<file path="src/rtl/dlwp_pkg.sv">
`timescale 1ns / 1ps
`default_nettype none
// ----------------------------------------------------------------------------
// dlwp_pkg
// Shared types and constants for the longest weighted path unit.
// ----------------------------------------------------------------------------
package dlwp_pkg;

  localparam int unsigned ScoreW     = 31;
  localparam int unsigned NodeIdxW   = 6;
  localparam int unsigned MaskW      = 64;
  localparam int unsigned NodeCountW = 7;
  localparam int unsigned CfgIdxW    = 2;
  localparam int unsigned CfgDataW   = 7;

  localparam logic [ScoreW-1:0]     ScoreMax       = {ScoreW{1'b1}};
  localparam logic [NodeCountW-1:0] NodeCountReset = 7'd64;

  // configuration register indexes
  localparam logic [CfgIdxW-1:0] CfgNodeCount = 2'd0;
  localparam logic [CfgIdxW-1:0] CfgDirection = 2'd1;

  typedef enum logic [2:0] {
    StIdle,
    StScan,
    StDrain,
    StSum,
    StFinish
  } dlwp_state_e;

endpackage
`default_nettype wire

</file>
<file path="src/rtl/dag_longest_weighted_path_unit.sv">
`timescale 1ns / 1ps
`default_nettype none
// ----------------------------------------------------------------------------
// dag_longest_weighted_path_unit
// Longest node-weighted path over a topologically numbered graph, one node
// word at a time, with a score store scanned by one shared compare unit.
// ----------------------------------------------------------------------------
//  channel | handshake              | payload
//  --------+------------------------+--------------------------------------
//  input   | in_valid_i / in_ready_o| node_index, node_start, node_end,
//          |                        | neighbour_mask, first_node, last_node
//  output  | out_valid_o/out_ready_i| path_length, saturated
//  config  | cfg_we_i (no wait)     | cfg_index_i, cfg_data_i
//
//  A run-start word passes through accept and sum only. Any other word is
//  accepted, then scans all MAX_NODES entries, reading and comparing one
//  stored score per cycle, then takes one drain and one sum step. A last
//  word then enters a finish step that loads the output register, and holds
//  there while that register is still full. Reset marks every store entry as
//  zero through per-entry valid bits; no clearing pass is needed. in_ready_o
//  is high only when the sequencer is idle.
// ----------------------------------------------------------------------------
module dag_longest_weighted_path_unit #(
  parameter int unsigned MAX_NODES = 64
) (
  input  wire logic                               clk_i,
  input  wire logic                               rst_ni,
  // configuration
  input  wire logic                               cfg_we_i,
  input  wire logic [dlwp_pkg::CfgIdxW-1:0]       cfg_index_i,
  input  wire logic [dlwp_pkg::CfgDataW-1:0]      cfg_data_i,
  // input words
  input  wire logic                               in_valid_i,
  output      logic                               in_ready_o,
  input  wire logic [dlwp_pkg::NodeIdxW-1:0]      node_index_i,
  input  wire logic [dlwp_pkg::ScoreW-1:0]        node_start_i,
  input  wire logic [dlwp_pkg::ScoreW-1:0]        node_end_i,
  input  wire logic [dlwp_pkg::MaskW-1:0]         neighbour_mask_i,
  input  wire logic                               first_node_i,
  input  wire logic                               last_node_i,
  // result words
  output      logic                               out_valid_o,
  input  wire logic                               out_ready_i,
  output      logic [dlwp_pkg::ScoreW-1:0]        path_length_o,
  output      logic                               saturated_o
);

  localparam int unsigned AW = $clog2(MAX_NODES);
  localparam logic [AW-1:0] LastEntry = AW'(MAX_NODES - 1);
  localparam int unsigned SW = dlwp_pkg::ScoreW;

  // state
  dlwp_pkg::dlwp_state_e state_q, state_d;

  // configuration; direction only states the order of presentation and has
  // no effect on the score rule, so it is decoded and dropped
  logic [dlwp_pkg::NodeCountW-1:0] node_count_q;

  // latched word
  logic [dlwp_pkg::NodeIdxW-1:0] idx_q;
  logic [MAX_NODES-1:0]          mask_q;
  logic                          last_q;
  logic [SW:0]                   len_q;   // up to 2^31

  // score store and its valid bits (invalid entry reads as zero)
  logic [SW-1:0]        mem_q [MAX_NODES];
  logic [MAX_NODES-1:0] valid_q;
  logic [SW-1:0]        rd_data_q;
  logic                 cmp_vld_q;

  // scan counter and running maximum
  logic [AW-1:0] cnt_q;
  logic [SW-1:0] best_q;
  logic          sat_seen_q;

  // output register
  logic          out_valid_q;
  logic [SW-1:0] out_len_q;
  logic          out_sat_q;

  // control
  logic in_accept;
  logic out_load;
  logic store_en;
  logic idx_in_range;

  // length of the presented node
  logic [dlwp_pkg::NodeCountW-1:0] last_virt;
  logic                            len_zero;
  logic [SW:0]                     len_d;

  // sum and clip
  logic [SW+1:0] sum_w;
  logic          sum_sat;
  logic [SW-1:0] sum_clip;

  assign in_accept    = in_valid_i & in_ready_o;
  assign idx_in_range = ({1'b0, idx_q} < dlwp_pkg::NodeCountW'(MAX_NODES));

  assign last_virt = node_count_q - dlwp_pkg::NodeCountW'(1);
  assign len_zero  = (node_index_i == '0) || ({1'b0, node_index_i} == last_virt) ||
                     (node_end_i < node_start_i);
  assign len_d     = len_zero ? '0
                   : ({1'b0, node_end_i} - {1'b0, node_start_i} + (SW+1)'(1));

  assign sum_w    = {1'b0, len_q} + {2'b00, best_q};
  assign sum_sat  = (sum_w > {2'b00, dlwp_pkg::ScoreMax});
  assign sum_clip = sum_sat ? dlwp_pkg::ScoreMax : sum_w[SW-1:0];

  // next state
  always_comb begin
    state_d = state_q;
    unique case (state_q)
      dlwp_pkg::StIdle: begin
        if (in_accept) begin
          state_d = first_node_i ? dlwp_pkg::StSum : dlwp_pkg::StScan;
        end
      end
      dlwp_pkg::StScan: begin
        if (cnt_q == LastEntry) begin
          state_d = dlwp_pkg::StDrain;
        end
      end
      dlwp_pkg::StDrain: state_d = dlwp_pkg::StSum;
      dlwp_pkg::StSum: begin
        state_d = last_q ? dlwp_pkg::StFinish : dlwp_pkg::StIdle;
      end
      dlwp_pkg::StFinish: begin
        if (!out_valid_q || out_ready_i) begin
          state_d = dlwp_pkg::StIdle;
        end
      end
      default: state_d = dlwp_pkg::StIdle;
    endcase
  end

  // sequencer outputs
  always_comb begin
    in_ready_o = 1'b0;
    out_load   = 1'b0;
    store_en   = 1'b0;
    unique case (state_q)
      dlwp_pkg::StIdle:   in_ready_o = 1'b1;
      dlwp_pkg::StSum:    store_en   = idx_in_range;
      dlwp_pkg::StFinish: out_load   = !out_valid_q || out_ready_i;
      default: ;
    endcase
  end

  always_ff @(posedge clk_i or negedge rst_ni) begin
    if (!rst_ni) begin
      state_q <= dlwp_pkg::StIdle;
    end else begin
      state_q <= state_d;
    end
  end

  // configuration writes
  always_ff @(posedge clk_i or negedge rst_ni) begin
    if (!rst_ni) begin
      node_count_q <= dlwp_pkg::NodeCountReset;
    end else if (cfg_we_i) begin
      unique case (cfg_index_i)
        dlwp_pkg::CfgNodeCount: node_count_q <= cfg_data_i;
        dlwp_pkg::CfgDirection: ;
        default: ;
      endcase
    end
  end

  // latch the accepted word
  always_ff @(posedge clk_i) begin
    if (in_accept) begin
      idx_q  <= node_index_i;
      mask_q <= neighbour_mask_i[MAX_NODES-1:0];
      last_q <= last_node_i;
      len_q  <= len_d;
    end
  end

  // store: registered read at the scan address, write of the node's score
  always_ff @(posedge clk_i) begin
    rd_data_q <= mem_q[cnt_q];
    if (store_en) begin
      mem_q[idx_q[AW-1:0]] <= sum_clip;
    end
  end

  always_ff @(posedge clk_i or negedge rst_ni) begin
    if (!rst_ni) begin
      valid_q    <= '0;
      sat_seen_q <= 1'b0;
    end else begin
      if (in_accept && first_node_i) begin
        // run start: clear the store and the clip flag
        valid_q    <= '0;
        sat_seen_q <= 1'b0;
      end else if (state_q == dlwp_pkg::StSum) begin
        if (sum_sat) begin
          sat_seen_q <= 1'b1;
        end
        if (store_en) begin
          valid_q[idx_q[AW-1:0]] <= 1'b1;
        end
      end
    end
  end

  // scan: issue one address per cycle, compare the entry read at the previous address
  always_ff @(posedge clk_i or negedge rst_ni) begin
    if (!rst_ni) begin
      cnt_q     <= '0;
      cmp_vld_q <= 1'b0;
      best_q    <= '0;
    end else begin
      if (in_accept) begin
        cnt_q     <= '0;
        cmp_vld_q <= 1'b0;
        best_q    <= '0;
      end else if (state_q == dlwp_pkg::StScan || state_q == dlwp_pkg::StDrain) begin
        cmp_vld_q <= (state_q == dlwp_pkg::StScan) && mask_q[cnt_q] && valid_q[cnt_q];
        if (state_q == dlwp_pkg::StScan && cnt_q != LastEntry) begin
          cnt_q <= cnt_q + AW'(1);
        end
        if (cmp_vld_q && (rd_data_q > best_q)) begin
          best_q <= rd_data_q;
        end
      end
    end
  end

  // output register: hold until taken
  always_ff @(posedge clk_i or negedge rst_ni) begin
    if (!rst_ni) begin
      out_valid_q <= 1'b0;
    end else if (out_load) begin
      out_valid_q <= 1'b1;
    end else if (out_ready_i) begin
      out_valid_q <= 1'b0;
    end
  end

  // register each word's clipped sum; the output register takes it for a last word
  always_ff @(posedge clk_i) begin
    if (state_q == dlwp_pkg::StSum) begin
      out_len_q <= sum_clip;
    end
    if (out_load) begin
      out_sat_q <= sat_seen_q;
    end
  end

  logic [SW-1:0] path_len_q;
  always_ff @(posedge clk_i) begin
    if (out_load) begin
      path_len_q <= out_len_q;
    end
  end

  assign out_valid_o   = out_valid_q;
  assign path_length_o = path_len_q;
  assign saturated_o   = out_sat_q;

endmodule
`default_nettype wire

</file>
<file path="config.mk">
export PLATFORM = sky130hd
export DESIGN_NAME = dag_longest_weighted_path_unit
export DESIGN_NICKNAME = d
export VERILOG_FILES = /design/src/rtl/dlwp_pkg.sv /design/src/rtl/dag_longest_weighted_path_unit.sv
export SDC_FILE = /design/constraint.sdc
export NUM_CORES = 2
export LEC_CHECK = 0
export BUFFER_PORTS_ARGS = -buffer_cell sky130_fd_sc_hd__buf_2
export CORE_ASPECT_RATIO = 0.9
export CORE_MARGIN = 2
export CORE_UTILIZATION = 45
export CTS_CLUSTER_SIZE = 24
export DETAILED_ROUTE_END_ITERATION = 16
export GPL_TIMING_DRIVEN = 0
export PLACE_DENSITY = 0.69
export RECOVER_POWER = 100
export SLEW_MARGIN = 20
export SYNTH_ARGS = -nofsm -noshare
export SYNTH_HDL_FRONTEND = slang
export SYNTH_SLANG_ARGS = --single-unit
</file>
<file path="constraint.sdc">
create_clock -name clk_i -period 4.4 [get_ports clk_i]
set_input_delay 0.88 -clock clk_i [delete_from_list [all_inputs] [get_ports clk_i]]
set_output_delay 0.88 -clock clk_i [all_outputs]
set_load 0.05 [all_outputs]
</file>
## After elaboration in Yosys (flattened, before gate mapping)

Memory sizes are Yosys's and may differ from the RTL's. A register that Yosys moved wholly into a read port is not among the register bits.
Cells that the tools add are included.
W data, S select, Z words.

- Register bits: 280
- Logic and storage cells: 100
- Memories: 1
- Bits in writable memories: 1984

Memories:

| memory | words | width | read ports | clocked after Yosys merged registers in | write ports | RTL line | source |
|---|---|---|---|---|---|---|---|
| mem_q | 64 | 31 | 1 | 1 | 1 | dag_longest_weighted_path_unit.sv:66 | `logic [SW-1:0] mem_q [MAX_NODES];` |

- Multiplexer cells: 34
- $add $sub $neg: 5
- Bitwise logic cells: 2
- Reduce and logical (&&, ||, !) cells: 27
- Magnitude comparators: 6
- Equality and inequality tests: 10

Operator list:

| kind | count |
|---|---|
| $mux W64 | 3 |
| $mux W31 | 4 |
| $or A64 B64 Y64 | 1 |
| $add A32 B31 Y33 | 1 |
| $gt A33 B31 Y1 const B | 1 |
| $add A32 B1 Y32 const B | 1 |
| $sub A31 B31 Y32 | 1 |
| $gt A31 B31 Y1 | 1 |
| $lt A31 B31 Y1 | 1 |
| $mux W6 | 3 |
| $mux W1 | 15 |
| $pmux W3 S5 | 1 |
| $lt A6 B7 Y1 const B | 2 |
| $reduce_bool A2 Y1 | 7 |
| $bmux W1 S6 | 2 |
| $mux W3 | 4 |
| $reduce_and A2 Y1 | 5 |
| $eq A6 B7 Y1 | 1 |
| $sub A7 B1 Y7 const B | 1 |
| $add A6 B1 Y6 const B | 1 |
| $demux W1 S6 | 1 |
| $eq A3 B2 Y1 const B | 2 |
| $eq A6 B6 Y1 const B | 1 |
| $ge A6 B1 Y1 const B | 1 |
| 13 further kinds | 23 |

## Logic depth before layout (Yosys ltp)

- Depth after elaboration: 8
- Gate-level depth with buffers: 14
- Gate-level depth less buffers: 14

## Worst setup path after synthesis

No wires, ideal clock.

- Kind: reg-to-reg
- From: register state_q[1]
- To: register idx_q[0] in the netlist's numbering, enable pin
- Required time: 3.893 ns
- Stages on the path, launching flop included: 6
- Data arrival time: 5.102 ns
- Period minus slack after synthesis: 5.609 ns
- Setup slack: -1.209 ns
- Library setup time: 0.507 ns
- Path through: dfrtp_1 > clkbuf_1 > nor3_1 > nand2_1 > inv_2 > buf_1

- Longest elaborated chain between the ends: 3

RTL lines:

| element | RTL line | source |
|---|---|---|
| start: declaration | dag_longest_weighted_path_unit.sv:53 | `dlwp_pkg::dlwp_state_e state_q, state_d;` |
| start signal: assignment | dag_longest_weighted_path_unit.sv:152 | `state_q <= dlwp_pkg::StIdle;` |
| start signal: assignment | dag_longest_weighted_path_unit.sv:154 | `state_q <= state_d;` |
| $logic_not A3 Y1 | dag_longest_weighted_path_unit.sv:142 | `unique case (state_q)` |
| $mux W1 | dag_longest_weighted_path_unit.sv:142 |  |
| named net in_ready_o | dag_longest_weighted_path_unit.sv:34 | `output logic in_ready_o,` |
| $and A1 B1 Y1 | dag_longest_weighted_path_unit.sv:97 | `assign in_accept = in_valid_i & in_ready_o;` |
| named net in_accept | dag_longest_weighted_path_unit.sv:82 | `logic in_accept;` |
| end signal: assignment | dag_longest_weighted_path_unit.sv:174 | `idx_q <= node_index_i;` |
| end: declaration | dag_longest_weighted_path_unit.sv:60 | `logic [dlwp_pkg::NodeIdxW-1:0] idx_q;` |

The timed path passes the listed nets, and every way through them passes these cells.
A chain may end at the register's enable or synchronous reset.

## Worst setup path after layout

- From: register state_q[0]
- To: memory mem_q[26][20] in the netlist's numbering, enable pin

- Longest elaborated chain between the ends: 4

RTL lines:

| element | RTL line | source |
|---|---|---|
| $eq A3 B2 Y1 | dag_longest_weighted_path_unit.sv:142 |  |
| $mux W1 | dag_longest_weighted_path_unit.sv:142 |  |
| $mux W1 | dag_longest_weighted_path_unit.sv:184 | `if (store_en) begin` |
| $mux W1 (implied by the code) | dag_longest_weighted_path_unit.sv:185 | `mem_q[idx_q[AW-1:0]] <= sum_clip;` |
| end: declaration | dag_longest_weighted_path_unit.sv:66 |  |

No other way between the ends.

==> flow_metrics.env <==
export IMPL_yosys_register_bits=2295
export IMPL_cts_max_path_buffers=3
export IMPL_fillCellCount=15417
export IMPL_dp_final_hpwl_um=172000
export IMPL_synth_avg_cell_area_um2=21.3
export IMPL_holdWs_ns=0.150
export IMPL_highest_layer="met5"
export IMPL_tritoncts_num_buffers=218
export IMPL_worst_path_max_delay_cell="nor2_1"
export IMPL_final_layout_size_suffix_gt1_share_pct=28.1
export IMPL_worst_hold_path_type="primary input to flop"
export IMPL_i_o_pins=182
export IMPL_fmaxAchievable_ghz=0.225
export IMPL_grt_pass1_wl_um=351000
export IMPL_clock_insertion_delay_worst_skew_ns=0.90
export IMPL_number_of_antenna_violations_at_the_first_check_in_global_routing=16
export IMPL_critPathArrivalTime_ns=4.95
export IMPL_p_leak_nw=33.8
export IMPL_post_synth_num_cell_types=69
export IMPL_endpoint_kind="flop"
export IMPL_worst_max_slew_margin_expressed_relative_to_the_limit_pct=-72.8
export IMPL_syn_inst=4280
export IMPL_met3_wirelength_um=32000
export IMPL_timing_worst_slew_pin_value_ns=2.59
export IMPL_ys_warn_count=0
export IMPL_synth_seq_area_share_pct=74.6
export IMPL_rsz_0062_raised_after_global_routing="true"
export IMPL_via_count=46718
export IMPL_met1Wirelength_um=93400
export IMPL_hold_path_endpoint="mask_q[55]"
export IMPL_groute_usage_overall_pct=24.3
export IMPL_report_final_slew_viol_count=385
export IMPL_worstPathRequired_ns=4.89
export IMPL_row_count=156
export IMPL_ff2ff_path_depth=6
export IMPL_synth_edf_count=2150
export IMPL_ir_worst_vdd_mv=0.512
export IMPL_grt_pass1_vias=46305
export IMPL_ffs_w_async_s_r_synth_pct=4.97
export IMPL_routed_vias_inst=6.08
export IMPL_clkSlewWorstSetupHoldPaths_ns=0.06
export IMPL_synthTopCellsByCount="edfxtp_1 (2150), mux4_2 (651), nor2_1 (198)"
export IMPL_layout_setup_ws_ns=-0.0529
export IMPL_h_tree_depth=4
export IMPL_chipWidth_um=478
export IMPL_violations="max-capacitance violations, max-slew violations, negative setup slack"
export IMPL_dr_first_iter_drc_count=6880
export IMPL_tritoncts="yes"
export IMPL_numClockSinks=2295
export IMPL_post_cts_setup_buffer_count=0
export IMPL_cts_root_buffer="clkbuf_16"
export IMPL_final_net_count=5086
export IMPL_floorplan_die_area_um2=206000
export IMPL_crit_reg2reg_launch="state_q[0]"
export IMPL_timing_hold_violations_final=0
export IMPL_detail_route_wl_per_cell_um=32.7
export IMPL_post_synth_top_area_fraction_pct=70.8
export IMPL_p_per_area_nw_per_um2=679
export IMPL_min_from="neighbour_mask_i[55]"
export IMPL_timing_worst_setup_path_type="flop to flop"
export IMPL_drc_errors=0
export IMPL_worst_path_stages=6
export IMPL_core_area_um2=201000
export IMPL_initial_core_util_pct=45.3
export IMPL_skew_ns=0.0837
export IMPL_hold_depth=1
export IMPL_timing_max_cap_violations=25
export IMPL_critical_path_peak_fanout=20
export IMPL_r2r_end="mem_q[26][20]"
export IMPL_area_growth_synth_to_final_pct=15.5
export IMPL_final_worst_path_period_need_ns=4.45
export IMPL_detail_route_wirelength_um=252000
export IMPL_netlist_top_cells_area="edfxtp_1 (71%), mux4_2 (16%), dfrtp_1 (3.1%)"
export IMPL_worst_r2r_setup_slack_ns=-0.05
export IMPL_fp_dieH_um=431
export IMPL_routabilityCongestion=0.923
export IMPL_setup_viol_count_final=57
export IMPL_synthDominantAreaCellType="edfxtp_1"
export IMPL_post_route_period_util_pct=101
export IMPL_critical_path_top_delay_family="simple AND/OR/NAND/NOR gates"
export IMPL_ant_nets=0
export IMPL_met2_length_um=113000
export IMPL_netlist_area_um2=91200
export IMPL_status="complete, but fails checks"
export IMPL_critPathMostFrequentCell="nand2_1"
export IMPL_postSynth_topFlopCell="edfxtp_1"
export IMPL_worst_path_largest_cell_delay_ns=1.36
export IMPL_setup_worst_path_start_class="flop"
export IMPL_path_cells="clkbuf_1 > nand2_1 > nor3_1 > nand2_1 > nor2_1 > clkbuf_2"
export IMPL_grt_start_max_net_pins=76
export IMPL_overflow=0
export IMPL_post_synth_top_count_cell="edfxtp_1"
export IMPL_first_pass_iters=7
export IMPL_crit_buf_inv=2
export IMPL_setup_total_negative_slack_ns=-1.52
export IMPL_synth_fp_nets=4571
export IMPL_count_of_input_and_output_buffers=181
[metal layers]
layer	track usage [%]	up-vias
met1	33.3	24563
met4	10.6	8
li1	-	18788
met3	7.08	495
met5	0	-
met2	36.6	2864
[registers in the layout, summed over array words and instances, names as in the netlist]
register	count
cnt_q	6
valid_q	64
best_q	31
sat_seen_q	1
saturated_o	1
last_q	1
mem_q	1984
rd_data_q	31
state_q	3
idx_q	6
cmp_vld_q	1
len_q	32
out_len_q	31
path_length_o	31
mask_q	64
node_count_q	7
out_valid_o	1
[logic make-up (layout without fill, tap and decap cells)]
family | Yosys count | in the layout | synth area share (%)
xor+xnor | 59 | 59 | 0.567
buf+inv | 313 | 1015 | 1.30
flops | 2295 | 2295 | 74.6
simple gates | 437 | 440 | 2.22
mux | 691 | 691 | 16.6
other cells | 0 | 13 | 0
fa+ha+maj | 143 | 143 | 2.09
compound gates | 342 | 342 | 2.60
[through the flow]
| step | instance area (um^2) | total power, W | std cells | util, % | worst slack [ns] |
|---|---|---|---|---|---|
| 5_1_grt | 105000 | 0.0734 | 7674 | 52.4 | -0.0362 |
| 3_3_place_gp | 95400 | 0.0511 | 7147 | 47.5 | -2.66 |
| 4_1_cts | 106000 | 0.0714 | 7668 | 52.7 | 0.0411 |
| 2_1_floorplan | 91200 | 0.0420 | 4280 | - | 0.139 |
| 6_report | 105000 | 0.0715 | 7684 | 52.4 | -0.0529 |
| 3_5_place_dp | 98600 | 0.0523 | 7254 | 49.0 | -0.904 |
[area by class of cell]
class	count	area [um^2]	area share (%)
tap	2686	3360	3.19
antenna	13	32.5	0.0309
buffer	188	827	0.785
multi-input combinational	1675	22400	21.2
timing repair buffer	292	2900	2.75
sequential	2295	68000	64.6
clock inverter	110	1280	1.21
clock buffer	300	6020	5.72
inverter	125	469	0.446
[worst register-to-register path, delay by kind of cell (launching register included)]
family / cells / cell delay (ns)
and+or+nand+nor: 4 / 2.68
buffers and inverters: 2 / 1.06
DFF: 1 / 0.32
[repair_timing]
action                                 4_1_cts  5_1_grt
cloned                                       3        0
hold buffers                                 1        0
endpoints found under the hold margin       38        0
pin swaps                                    0        2
resized for setup                           26        3
setup endpoints to repair                  327      592
[report_power, final]
| group | internal (W) | switching [W] |
|---|---|---|
| registers | 0.0289 | 0.000589 |
| clock network | 0.0107 | 0.00831 |
| logic | 0.00794 | 0.0151 |
[worst max path at each step]
stage / from / endpoint / slack [ns]
after floorplan: best_q[0] / mem_q[0][24] / 0.14
after global placement: best_q[0] / mem_q[62][24] / -2.66
after detailed placement: cnt_q[0] / cmp_vld_q / -0.90
after CTS: len_q[1] / mem_q[1][26] / 0.04
after global routing: len_q[1] / mem_q[10][26] / -0.04
final: state_q[0] / mem_q[26][20] / -0.05
[cells in the final DEF (no fill, tap or decap), types with 36 or more instances in the layout]
cell type | synthesis | routed
a21oi_1 | 69 | 68
buf_12 | 0 | 60
buf_2 | 5 | 152
clkbuf_1 | 134 | 209
clkbuf_16 | 0 | 221
clkbuf_2 | 0 | 60
dfrtp_1 | 113 | 113
edfxtp_1 | 2150 | 2150
ha_1 | 127 | 127
inv_1 | 124 | 124
mux2_2 | 36 | 36
mux4_2 | 651 | 651
nand2_1 | 87 | 87
nor2_1 | 198 | 164
o21a_1 | 71 | 71
o21ai_0 | 40 | 40
xnor2_1 | 37 | 36
(Power assumes the default switching activity.)
